$ cat src/hw/rtl/rrhop_pkg.sv
// shared codes and types for the request/reply retry hop controller
`default_nettype none

package rrhop_pkg;

    // event codes carried on cmd
    typedef enum logic [2:0] {
        CMD_TICK        = 3'd0,
        CMD_START_READ  = 3'd1,
        CMD_START_WRITE = 3'd2,
        CMD_TX_DONE     = 3'd3,
        CMD_PKT_RX      = 3'd4,
        CMD_EXT_HOP     = 3'd5,
        CMD_RSVD6       = 3'd6,
        CMD_RSVD7       = 3'd7
    } cmd_t;

    // transaction outcome reported on status
    typedef enum logic [1:0] {
        STATUS_NONE    = 2'd0,
        STATUS_SUCCESS = 2'd1,
        STATUS_FAIL    = 2'd2,
        STATUS_RSVD    = 2'd3
    } status_t;

    // configuration register indexes
    localparam logic [1:0] CFG_HOP_COUNT      = 2'd0;
    localparam logic [1:0] CFG_LISTEN_TIMEOUT = 2'd1;
    localparam logic [1:0] CFG_MAX_RETRIES    = 2'd2;

    // configuration reset values
    localparam logic [4:0] HOP_COUNT_RESET      = 5'd4;
    localparam logic [7:0] LISTEN_TIMEOUT_RESET = 8'd40;
    localparam logic [7:0] MAX_RETRIES_RESET    = 8'd20;

    // packet types
    localparam logic [4:0] TYPE_READ_REQ   = 5'd2;
    localparam logic [4:0] TYPE_SET_REQ    = 5'd3;
    localparam logic [4:0] TYPE_READ_REPLY = 5'd2;
    localparam logic [4:0] TYPE_SET_ACK    = 5'd4;
    localparam logic [4:0] TYPE_NONE       = 5'd0;

    // hop sequence limit; the 4-bit position caps it at 16
    localparam int          MAX_HOP_CHANNELS = 16;
    localparam int          HOP_CAP_INT      = (MAX_HOP_CHANNELS < 16) ? MAX_HOP_CHANNELS : 16;
    localparam logic [4:0]  HOP_CAP          = 5'(HOP_CAP_INT);

endpackage

`default_nettype wire

$ cat src/hw/rtl/request_reply_retry_hop_controller.sv
// top level of the request/reply retry hop controller
`default_nettype none

// Takes one event per request on the input channel (tick, start read, start
// write, tx done, packet received, external hop) and returns exactly one result
// per request. One request is taken per clock while the input channel is not
// stalled; each passes through the input register and then the result register,
// with the controller state (phase, kind, listen timer, retry count, hop index)
// updated as it moves from the input register into the result register. The input
// channel is stalled only while the input register holds a request and the
// result register holds an untaken result that the output side stalls.
// Configuration (hop count, listen timeout, max retries) is written through
// cfg_we/cfg_index/cfg_data; writes to index 3 are ignored. A hop count of 0
// keeps the hop position at 0, and counts above 16 wrap at 16.
module request_reply_retry_hop_controller (
    input  wire logic                  clk,
    input  wire logic                  rst_n,
    // configuration write port
    input  wire logic                  cfg_we,
    input  wire logic [1:0]            cfg_index,
    input  wire logic [7:0]            cfg_data,
    // request channel
    input  wire logic                  in_valid,
    output logic                       in_stall,
    input  wire logic [2:0]            cmd,
    input  wire logic                  rx_valid,
    input  wire logic [4:0]            rx_type,
    // result channel
    output logic                       out_valid,
    input  wire logic                  out_stall,
    output logic                       tx_request,
    output logic [4:0]                 tx_packet_type,
    output logic                       hop_now,
    output logic [3:0]                 hop_position,
    output rrhop_pkg::status_t         status,
    output logic                       done_kind,
    output logic                       busy_res
);

    import rrhop_pkg::*;

    typedef enum logic [1:0] {
        PH_IDLE   = 2'd0,
        PH_TX     = 2'd1,
        PH_LISTEN = 2'd2,
        PH_RSVD   = 2'd3
    } phase_t;

    // configuration registers
    logic [4:0] hop_count_reg;
    logic [7:0] listen_timeout_reg;
    logic [7:0] max_retries_reg;

    // input register
    logic       in_valid_reg;
    cmd_t       cmd_reg;
    logic       rx_valid_reg;
    logic [4:0] rx_type_reg;

    // controller state
    phase_t     phase_reg,        phase_next;
    logic       kind_reg,         kind_next;
    logic [7:0] listen_timer_reg, listen_timer_next;
    logic [7:0] retry_count_reg,  retry_count_next;
    logic [3:0] hop_index_reg,    hop_index_next;

    // result register
    logic       out_valid_reg;
    logic       tx_request_reg,   tx_request_next;
    logic [4:0] tx_type_reg,      tx_type_next;
    logic       hop_now_reg,      hop_now_next;
    status_t    status_reg,       status_next;
    logic       done_kind_reg,    done_kind_next;

    logic       advance;
    logic [4:0] hop_limit;
    logic [3:0] hop_step;
    logic [4:0] hop_inc;
    logic [8:0] timer_inc;
    logic [8:0] retry_inc;
    logic [4:0] want_type;

    // request moves into the result register when that slot is free or drains
    assign advance  = in_valid_reg && (!out_valid_reg || !out_stall);
    assign in_stall = in_valid_reg && !advance;

    // wrap point: hop count limited to the sequence cap
    assign hop_limit = (hop_count_reg > HOP_CAP) ? HOP_CAP : hop_count_reg;
    assign hop_inc   = {1'b0, hop_index_reg} + 5'd1;
    assign hop_step  = (hop_inc >= hop_limit) ? 4'd0 : hop_inc[3:0];

    assign timer_inc = {1'b0, listen_timer_reg} + 9'd1;
    assign retry_inc = {1'b0, retry_count_reg} + 9'd1;
    assign want_type = kind_reg ? TYPE_SET_ACK : TYPE_READ_REPLY;

    // event decode against the current state
    always_comb
    begin
        phase_next        = phase_reg;
        kind_next         = kind_reg;
        listen_timer_next = listen_timer_reg;
        retry_count_next  = retry_count_reg;
        hop_index_next    = hop_index_reg;
        tx_request_next   = 1'b0;
        hop_now_next      = 1'b0;
        status_next       = STATUS_NONE;
        done_kind_next    = 1'b0;

        unique case (cmd_reg)
            CMD_TICK:
            begin
                if (phase_reg == PH_LISTEN)
                begin
                    if (timer_inc > {1'b0, listen_timeout_reg})
                    begin
                        // listen timed out: retry or give up
                        listen_timer_next = 8'd0;
                        if (retry_inc > {1'b0, max_retries_reg})
                        begin
                            retry_count_next = 8'd0;
                            status_next      = STATUS_FAIL;
                            done_kind_next   = kind_reg;
                            phase_next       = PH_IDLE;
                            hop_index_next   = hop_step;
                            hop_now_next     = 1'b1;
                        end
                        else
                        begin
                            retry_count_next = retry_inc[7:0];
                            phase_next       = PH_TX;
                            tx_request_next  = 1'b1;
                        end
                    end
                    else
                    begin
                        listen_timer_next = timer_inc[7:0];
                    end
                end
            end
            CMD_START_READ, CMD_START_WRITE:
            begin
                if (phase_reg == PH_IDLE)
                begin
                    kind_next         = (cmd_reg == CMD_START_WRITE);
                    phase_next        = PH_TX;
                    retry_count_next  = 8'd0;
                    listen_timer_next = 8'd0;
                    tx_request_next   = 1'b1;
                end
            end
            CMD_TX_DONE:
            begin
                if (phase_reg == PH_TX)
                begin
                    hop_index_next    = hop_step;
                    hop_now_next      = 1'b1;
                    phase_next        = PH_LISTEN;
                    listen_timer_next = 8'd0;
                end
            end
            CMD_PKT_RX:
            begin
                if (phase_reg == PH_LISTEN)
                begin
                    // any packet while listening hops
                    hop_index_next = hop_step;
                    hop_now_next   = 1'b1;
                    if (rx_valid_reg && (rx_type_reg == want_type))
                    begin
                        status_next       = STATUS_SUCCESS;
                        done_kind_next    = kind_reg;
                        phase_next        = PH_IDLE;
                        retry_count_next  = 8'd0;
                        listen_timer_next = 8'd0;
                    end
                end
            end
            CMD_EXT_HOP:
            begin
                hop_index_next = hop_step;
                hop_now_next   = 1'b1;
            end
            default:
            begin
                // unused codes are ignored
            end
        endcase

        tx_type_next = tx_request_next ? (kind_next ? TYPE_SET_REQ : TYPE_READ_REQ) : TYPE_NONE;
    end

    // configuration writes
    always_ff @(posedge clk or negedge rst_n)
    begin
        if (!rst_n)
        begin
            hop_count_reg      <= HOP_COUNT_RESET;
            listen_timeout_reg <= LISTEN_TIMEOUT_RESET;
            max_retries_reg    <= MAX_RETRIES_RESET;
        end
        else if (cfg_we)
        begin
            unique case (cfg_index)
                CFG_HOP_COUNT:      hop_count_reg      <= cfg_data[4:0];
                CFG_LISTEN_TIMEOUT: listen_timeout_reg <= cfg_data;
                CFG_MAX_RETRIES:    max_retries_reg    <= cfg_data;
                default:
                begin
                    // no register at this index
                end
            endcase
        end
    end

    // input register control
    always_ff @(posedge clk or negedge rst_n)
    begin
        if (!rst_n)
        begin
            in_valid_reg <= 1'b0;
        end
        else if (!in_stall)
        begin
            in_valid_reg <= in_valid;
        end
    end

    // input register payload
    always_ff @(posedge clk)
    begin
        if (in_valid && !in_stall)
        begin
            cmd_reg      <= cmd_t'(cmd);
            rx_valid_reg <= rx_valid;
            rx_type_reg  <= rx_type;
        end
    end

    // controller state and result valid
    always_ff @(posedge clk or negedge rst_n)
    begin
        if (!rst_n)
        begin
            phase_reg        <= PH_IDLE;
            kind_reg         <= 1'b0;
            listen_timer_reg <= 8'd0;
            retry_count_reg  <= 8'd0;
            hop_index_reg    <= 4'd0;
            out_valid_reg    <= 1'b0;
        end
        else
        begin
            if (advance)
            begin
                phase_reg        <= phase_next;
                kind_reg         <= kind_next;
                listen_timer_reg <= listen_timer_next;
                retry_count_reg  <= retry_count_next;
                hop_index_reg    <= hop_index_next;
                out_valid_reg    <= 1'b1;
            end
            else if (!out_stall)
            begin
                out_valid_reg <= 1'b0;
            end
        end
    end

    // result payload; hop position and busy follow the state registers
    always_ff @(posedge clk)
    begin
        if (advance)
        begin
            tx_request_reg <= tx_request_next;
            tx_type_reg    <= tx_type_next;
            hop_now_reg    <= hop_now_next;
            status_reg     <= status_next;
            done_kind_reg  <= done_kind_next;
        end
    end

    assign out_valid      = out_valid_reg;
    assign tx_request     = tx_request_reg;
    assign tx_packet_type = tx_type_reg;
    assign hop_now        = hop_now_reg;
    assign hop_position   = hop_index_reg;
    assign status         = status_reg;
    assign done_kind      = done_kind_reg;
    assign busy_res       = (phase_reg != PH_IDLE);

    // a finished transaction leaves the block idle
    assert property (@(posedge clk) disable iff (!rst_n)
        (out_valid && (status != STATUS_NONE)) |-> !busy_res)
        else $error("finished transaction still busy");

    // a transmit request only comes from a live transaction
    assert property (@(posedge clk) disable iff (!rst_n)
        (out_valid && tx_request) |-> (busy_res && (tx_packet_type != TYPE_NONE)))
        else $error("tx request without a transaction");

    // success only arrives on a packet, which always hops
    assert property (@(posedge clk) disable iff (!rst_n)
        (out_valid && (status == STATUS_SUCCESS)) |-> hop_now)
        else $error("success without a hop");

    // a held result is not overwritten
    assert property (@(posedge clk) disable iff (!rst_n)
        (out_valid && out_stall) |=> (out_valid && $stable(status) && $stable(hop_position)))
        else $error("stalled result changed");

    // the input side stalls only with a request waiting
    assert property (@(posedge clk) disable iff (!rst_n)
        in_stall |-> (in_valid_reg && out_valid_reg))
        else $error("input stalled without a waiting request");

endmodule

`default_nettype wire

$ cat config.mk
export PLATFORM = sky130hd
export DESIGN_NAME = request_reply_retry_hop_controller
export DESIGN_NICKNAME = d
export VERILOG_FILES = /design/src/hw/rtl/rrhop_pkg.sv /design/src/hw/rtl/request_reply_retry_hop_controller.sv
export SDC_FILE = /design/constraint.sdc
export NUM_CORES = 1
export LEC_CHECK = 0
export ABC_CLOCK_PERIOD_IN_PS = 4100
export BUFFER_PORTS_ARGS = -buffer_cell sky130_fd_sc_hd__buf_2
export CORE_MARGIN = 4
export CORE_UTILIZATION = 35
export CTS_CLUSTER_DIAMETER = 150
export DETAILED_ROUTE_END_ITERATION = 10
export GPL_TIMING_DRIVEN = 0
export MAX_ROUTING_LAYER = met4
export PLACE_DENSITY = 0.55
export SLEW_MARGIN = 10
export SYNTH_ARGS = -nofsm -noshare
export SYNTH_HDL_FRONTEND = slang
export SYNTH_SLANG_ARGS = --single-unit
$ cat constraint.sdc
create_clock -name clk -period 4.1 [get_ports clk]
set_input_delay 0.82 -clock clk [delete_from_list [all_inputs] [get_ports clk]]
set_output_delay 0.82 -clock clk [all_outputs]
set_load 0.005 [all_outputs]
==> reports/summary.log, run 1 <==
qor: yosys.synthesis.instances 332
qor: grt.via_count_of_the_first_global_routing_pass 2508
qor: floorplan.floorplan.die_area 0.0118 mm²
qor: sta.fin_crit 3.66 ns
qor: final_layout.post_layout_nonfiller_instances 520
qor: yosys.top_count_cell_post_synth dfrtp_1
qor: sta.clock.fmax 273 MHz
qor: sta.hold_violations 0
qor: grt.largest_net_degree_at_the_start_of_global_routing 47
qor: yosys.synthesis.area 0.00356 mm²
qor: route.drt_first_pass_iters 5
qor: pwr.power.static_leakage 1.94 nW
qor: sta.totalNegativeSetupSlack 0 ns
qor: clock_network.cts-resized-gates 0
qor: grt.grt_overflow_total 0
qor: placement.post-place-ws 0.465 ns
qor: clock_network.cts.clk_slew.worst_paths 0.07 ns
qor: sta.tightestPinTransition 1.05 ns
qor: route.drt_drc_violations_left 0
qor: sta.fin_skew 0.00641 ns
qor: yosys.synth_cell_types 62
qor: clock_network.cts.hold.buffers_added 0
qor: hold_path.hold_path_class register to register
qor: clock_network.clock_insertion_delay_worst_skew 0.34 ns
qor: clock_network.postCtsSetupRepairBufs 0
qor: floorplan.initial_core_util 0.363
qor: final_layout.share_of_post_route_cells_with_drive_strength_above_1 0.261
qor: floorplan.coreArea 0.00982 mm²
qor: setup_path.worstPathRequired 4.33 ns
qor: yosys.ys_ff_latch 62
qor: placement.cell_count_after_placement 504
qor: route.num_vias 2603
qor: yosys.post_synth_most_frequent_cells 41 x dfrtp_1, 31 x inv_1, 30 x nand2_1
qor: sta.worst_slack 0.435 ns
qor: final_layout.finalNetCount 430
qor: yosys.synth.yosys.seq_area_share 0.460
qor: route.routed_via_density 5.01
qor: yosys.yosys_most_used_dff dfrtp_1
qor: placement.numPortBuffers 37
qor: outcome.outcome complete, no violations
qor: sta.timing.final.max_slew_violations 0
qor: final_layout.antenna_cells_inserted 0
qor: yosys.yosysWarningCount 0
qor: yosys.synth_largest_area_cell dfrtp_1
qor: placement.hpwl 5270 µm
qor: floorplan.row_count 36
qor: grt.antenna_found_initial 0
qor: sta.rsz_0062_raised_after_global_routing no
qor: floorplan.num_io_pins 41
qor: sta.relSlewSlack 0.303
qor: final_layout.syn2layout_area_growth 16.4%
qor: pwr.irDropWorstVdd 0.272 mV
qor: route.finalWirelength 7040 µm
qor: sta.hold_ws 0.495 ns
qor: setup_path.cp.arrival 3.89 ns
qor: yosys.async_set_reset_flop_share_out_of_synthesis 0.742
qor: route.dr.first_iter.drc_count 74
qor: yosys.edff_count_synth 16
qor: floorplan.die_width 109 µm
qor: yosys.synth.top_cells.by_area dfrtp_1 29%, edfxtp_1 13%, ha_1 8.4%
qor: grt.all_layer_global_routing_usage 0.133
qor: setup_path.worstPathMaxFanout 7
qor: yosys.netlist.area_leader.share 0.288
qor: yosys.synthesis.area_per_instance 10.7 µm²
qor: clock_network.tritoncts.num_buffers 9
qor: clock_network.h-tree-depth 3
qor: setup_path.critPathKind register to register
qor: job.max_cap_violations 0
qor: pwr.cellPowerDensity 522 mW/mm²
qor: clock_network.cts_tree done
qor: route.ant_nets 0
qor: floorplan.die_extent_in_y 109 µm
qor: route.wire_per_inst 13.5 µm
qor: clock_network.cts-root-buf clkbuf_8
qor: placement.gpl.final_weighted_congestion 0.944
qor: grt.wire_length_of_the_first_global_routing_pass 11900 µm
qor: setup_path.worst_setup_path_end_kind register
qor: sta.final_min_period_over_clock_period 0.894
qor: clock_network.cts-root-to-sink-buffers 2
qor: sta.finalSetupViolCount 0
qor: clock_network.clock_sinks 62
qor: setup_path.critical_path.startpoint_type register
kinds of logic (layout without fill, tap and decap cells):
family	Yosys count	count (layout)	share of synthesized area
fa+ha+maj	26	26	0.0903
flops	62	62	0.460
xor+xnor	14	14	0.0344
mux	31	31	0.0995
other cells	1	3	0.00105
compound gates	55	55	0.112
simple gates	104	104	0.155
buf+inv	39	92	0.0471
routing by layer:
layer	vias to the layer above	wire, µm	GRT usage
met1	1242	3170	0.162
met5	-	0	-
met2	66	3460	0.213
met3	8	339	0.0409
li1	1287	-	-
met4	0	72	0.0388
layout by cell type, fill, tap and decap left out, drive strengths merged, types with 3 or more instances in the layout:
master / n
nor3b: 4
o211ai: 3
buf: 42
o21ai: 18
clkbuf: 14
dfstp: 5
conb: 3
nand3: 12
nor3: 7
nand2: 30
and2: 5
a21oi: 7
or2: 3
nand4: 3
nor2: 12
or3: 4
nand2b: 7
a211oi: 3
mux2i: 5
xor2: 4
and3: 8
dfrtp: 41
a21o: 5
inv: 34
ha: 24
edfxtp: 16
xnor2: 10
mux2: 26
o22ai: 4
layout make-up:
| type | count | area (µm²) |
|---|---|---|
| fillers | 1011 | 5680 |
| multi-input cells | 233 | 1760 |
| plain buffers | 8 | 51.3 |
| repair buffers | 37 | 185 |
| flip-flops and latches | 62 | 1640 |
| clock inverters | 5 | 61.3 |
| clock buffers | 11 | 163 |
| inverters | 31 | 116 |
| well taps | 133 | 166 |
stage by stage:
| stage | total power (W) | cell area (µm²) | utilization |
|---|---|---|---|
| final | 0.00216 | 4140 | 0.422 |
| after global routing | 0.00235 | 4140 | 0.422 |
| after CTS | 0.00220 | 4140 | 0.422 |
| after detailed placement | 0.00159 | 3920 | 0.399 |
| after global placement | 0.00157 | 3920 | 0.399 |
| after floorplan | 0.00139 | 3570 | - |
worst paths after layout:
kind                       cells past startpoint                  end  slack (ns)                 from
min                                            1            out_valid        0.50         in_valid_reg
max reg2reg                                   13      hop_position[0]        0.44  listen_timer_reg[0]
min reg2reg                                    1            out_valid        0.50         in_valid_reg
min in group asynchronous                      1  listen_timer_reg[3]        0.66                rst_n
max in group asynchronous                      1   max_retries_reg[3]        2.79                rst_n
max                                           13      hop_position[0]        0.44  listen_timer_reg[0]
worst max-delay path, stage by stage, from the launching register on:
cell and delay, ns:
dfrtp_1 0.47, ha_1 0.28, nand3_1 0.15, inv_1 0.14, nand3_1 0.10, nand2_1 0.08, nand2_1 0.06, ha_1 0.29
and3_1 0.20, nand3_1 0.09, a2bb2oi_1 0.57, o22ai_2 0.28, a211oi_4 0.46, mux2_2 0.38
where the power goes:
group | switching, W | total (W) | internal [W]
sequential | 0.000120 | 0.000888 | 0.000767
clock | 0.000258 | 0.000597 | 0.000339
combinational | 0.000350 | 0.000679 | 0.000330
(Power assumes the default switching activity.)
==> inputs of run 2 (changes only) <==
ABC_AREA = 1   (was not set)
CORE_MARGIN = 2   (was 4)
==> reports/summary.log, run 2 <==
qor: clock_network.cts.hold.buffers_added 0 [unchanged]
qor: setup_path.critical_path.startpoint_type register [unchanged]
qor: sta.finalSetupViolCount 0 [unchanged]
qor: route.drt_first_pass_iters 4 [was 5]
qor: clock_network.cts-root-buf clkbuf_8 [unchanged]
qor: yosys.ys_ff_latch 62 [unchanged]
qor: yosys.async_set_reset_flop_share_out_of_synthesis 0.742 [unchanged]
qor: setup_path.critical_path.top_delay_family simple AND/OR/NAND/NOR gates [was compound AO/OA/AOI/OAI gates]
qor: sta.rsz_0062_raised_after_global_routing no [unchanged]
qor: yosys.synthesis.area_per_instance 8.21 µm² [was 10.7 µm²]
qor: route.finalWirelength 7420 µm [was 7040 µm]
qor: yosys.netlist.area_leader.share 0.287 [was 0.288]
qor: floorplan.floorplan.die_area 0.0110 mm² [was 0.0118 mm²]
qor: hold_path.hold_path_class register to register [unchanged]
qor: pwr.irDropWorstVdd 0.189 mV [was 0.272 mV]
qor: job.max_cap_violations 0 [unchanged]
qor: setup_path.worst_setup_path_end_kind register [unchanged]
qor: sta.relSlewSlack 0.282 [was 0.303]
qor: grt.all_layer_global_routing_usage 0.150 [was 0.133]
qor: placement.post-place-ws 1.21 ns [was 0.465 ns]
qor: sta.totalNegativeSetupSlack 0 ns [unchanged]
qor: yosys.synth_cell_types 33 [was 62]
qor: floorplan.coreArea 0.00982 mm² [unchanged]
qor: yosys.post_synth_most_frequent_cells 115 x nand2_1, 69 x inv_1, 41 x dfrtp_1 [was 41 x dfrtp_1, 31 x inv_1, 30 x nand2_1]
qor: route.dr.first_iter.drc_count 106 [was 74]
qor: grt.grt_use_met3 0.0337 [was 0.0409]
qor: clock_network.tritoncts.num_buffers 9 [unchanged]
qor: grt.busiest_metal_layer_after_global_routing met2 [unchanged]
qor: setup_path.critical_path_top_delay_cell dfrtp_1 [was a2bb2oi_1]
qor: grt.wire_length_of_the_first_global_routing_pass 12800 µm [was 11900 µm]
qor: sta.fin_crit 2.97 ns [was 3.66 ns]
qor: outcome.outcome complete, no violations [unchanged]
qor: route.ant_nets 0 [unchanged]
qor: grt.globalRouteMet1Util 0.187 [was 0.162]
qor: route.routed_via_density 4.63 [was 5.01]
qor: sta.worst_slack 1.13 ns [was 0.435 ns]
qor: final_layout.antenna_cells_inserted 0 [unchanged]
qor: setup_path.max_stage_delay 0.43 ns [was 0.57 ns]
qor: grt.grt_overflow_total 0 [unchanged]
qor: setup_path.critPathKind register to register [unchanged]
qor: floorplan.die_width 105 µm [was 109 µm]
qor: yosys.synth.top_cells.by_area dfrtp_1 29%, edfxtp_1 13%, nand2_1 12% [was dfrtp_1 29%, edfxtp_1 13%, ha_1 8.4%]
qor: setup_path.crit_chain nand3_1 > nor3_1 > nand2_1 > o21bai_1 > nand2_1 > inv_1 > ha_1 > nand3_1 > inv_1 > a21oi_1 > nand3_1 > nand2_1 > nand3_2 > nand2_2 > buf_6 > nand2_1 > o21ai_2 [was ha_1 > nand3_1 > inv_1 > nand3_1 > nand2_1 > nand2_1 > ha_1 > and3_1 > nand3_1 > a2bb2oi_1 > o22ai_2 > a211oi_4 > mux2_2]
qor: placement.numPortBuffers 37 [unchanged]
qor: sta.fin_skew 0.00970 ns [was 0.00641 ns]
qor: pwr.cellPowerDensity 484 mW/mm² [was 522 mW/mm²]
qor: final_layout.finalNetCount 533 [was 430]
qor: grt.gr-usage-met2 0.233 [was 0.213]
qor: floorplan.num_io_pins 41 [unchanged]
qor: yosys.synth.yosys.seq_area_share 0.458 [was 0.460]
qor: placement.hpwl 5610 µm [was 5270 µm]
qor: sta.tightestPinTransition 1.08 ns [was 1.05 ns]
qor: yosys.synthesis.instances 435 [was 332]
qor: setup_path.cpMostUsedCell nand2_1 [was nand3_1]
qor: route.drt_drc_violations_left 0 [unchanged]
qor: final_layout.most-common-layout-cells 115 x nand2_1, 69 x inv_1, 41 x dfrtp_1 [was 41 x dfrtp_1, 38 x buf_2, 31 x inv_1]
qor: final_layout.fill_cells 1033 [was 1011]
qor: yosys.top_count_cell_post_synth nand2_1 [was dfrtp_1]
qor: clock_network.clock_sinks 62 [unchanged]
qor: clock_network.clock_insertion_delay_worst_skew 0.35 ns [was 0.34 ns]
qor: floorplan.die_extent_in_y 105 µm [was 109 µm]
qor: sta.timing.final.max_slew_violations 0 [unchanged]
qor: yosys.yosysWarningCount 0 [unchanged]
qor: clock_network.h-tree-depth 3 [unchanged]
qor: setup_path.cp.arrival 3.25 ns [was 3.89 ns]
qor: clock_network.cts-resized-gates 0 [unchanged]
qor: clock_network.postCtsSetupRepairBufs 0 [unchanged]
qor: route.num_vias 2883 [was 2603]
qor: pwr.power.static_leakage 2.11 nW [was 1.94 nW]
qor: clock_network.cts-root-to-sink-buffers 2 [unchanged]
qor: yosys.synthesis.area 0.00357 mm² [was 0.00356 mm²]
qor: setup_path.cp_num_buf_inv 3 [was 1]
qor: final_layout.combined_area_of_the_multi_input_logic_cells 0.00161 mm² [was 0.00176 mm²]
qor: sta.final_min_period_over_clock_period 0.725 [was 0.894]
qor: yosys.edff_count_synth 16 [unchanged]
qor: final_layout.syn2layout_area_growth 15.3% [was 16.4%]
qor: setup_path.worstPathMaxFanout 10 [was 7]
qor: grt.largest_net_degree_at_the_start_of_global_routing 47 [unchanged]
qor: grt.via_count_of_the_first_global_routing_pass 2816 [was 2508]
qor: sta.hold_ws 0.483 ns [was 0.495 ns]
qor: clock_network.cts_tree done [unchanged]
qor: final_layout.register_area 0.00164 mm² [unchanged]
qor: floorplan.initial_core_util 0.364 [was 0.363]
qor: sta.clock.fmax 336 MHz [was 273 MHz]
qor: setup_path.worstPathRequired 4.38 ns [was 4.33 ns]
qor: setup_path.r2r_slack 1.13 ns [was 0.44 ns]
qor: final_layout.share_of_post_route_cells_with_drive_strength_above_1 0.171 [was 0.261]
qor: clock_network.cts.clk_slew.worst_paths 0.07 ns [about the same]
qor: route.wire_per_inst 11.9 µm [was 13.5 µm]
qor: grt.antenna_found_initial 0 [unchanged]
qor: final_layout.most_common_cell_after_layout_fill_and_taps_aside nand2_1 [was dfrtp_1]
qor: sta.hold_violations 0 [unchanged]
qor: yosys.synth_largest_area_cell dfrtp_1 [unchanged]
qor: placement.gpl.final_weighted_congestion 0.833 [was 0.944]
qor: final_layout.utilization 0.420 [was 0.422]
qor: floorplan.row_count 36 [unchanged]
qor: yosys.yosys_most_used_dff dfrtp_1 [unchanged]
==> run 2: worst paths after layout <==
path                                           from            endpoint  cells past startpoint
worst max-delay path            listen_timer_reg[0]  retry_count_reg[5]                     17
worst min-delay path                   in_valid_reg           out_valid                      2
worst max register to register  listen_timer_reg[0]  retry_count_reg[5]                     17
worst min register to register         in_valid_reg           out_valid                      2
max in group asynchronous                     rst_n     hop_position[3]                      1
min in group asynchronous                     rst_n  max_retries_reg[0]                      1
==> run 2: worst register-to-register path, delay by kind of cell, from the launching register on <==
family,cells,cell delay [ns]
compound gates,3,0.35
flops,1,0.43
fa+ha+maj,1,0.24
simple gates,10,1.56
buf+inv,3,0.34
==> run 2: final cells by class <==
type,count,area share
flip-flops and latches,62,0.398
multi-input cells,295,0.391
inverters,72,0.0656
repair buffers,37,0.0449
well taps,133,0.0404
clock buffers,9,0.0301
clock inverters,7,0.0158
plain buffers,8,0.0146
==> run 2: logic make-up after synthesis <==
group | after synthesis | synth area share
AND/OR/NAND/NOR | 206 | 0.250
buffers and inverters | 80 | 0.0925
flip-flops | 62 | 0.458
AO/OA/AOI/OAI | 50 | 0.0848
adder cells (fa/ha/maj) | 24 | 0.0841
XOR/XNOR | 12 | 0.0294
other | 1 | 0.00105
==> run 2: layer usage <==
| metal | part of all wire | up-vias |
|---|---|---|
| met2 | 0.46 | 52 |
| li1 | - | 1489 |
| met4 | 0.026 | 0 |
| met5 | 0 | - |
| met1 | 0.47 | 1322 |
| met3 | 0.037 | 20 |
==> run 2: where the power goes <==
| group | internal, W | switching (W) |
|---|---|---|
| clock | 0.000275 | 0.000252 |
| sequential | 0.000750 | 0.0000907 |
| combinational | 0.000244 | 0.000382 |
==> run 2: through the flow <==
step                std cells  power (W)  area, µm²
floorplan                 437    0.00130       3580
global placement          607    0.00146       3930
detailed placement        607    0.00148       3930
CTS                       623    0.00202       4120
global route              623    0.00216       4120
finish                    623    0.00199       4120
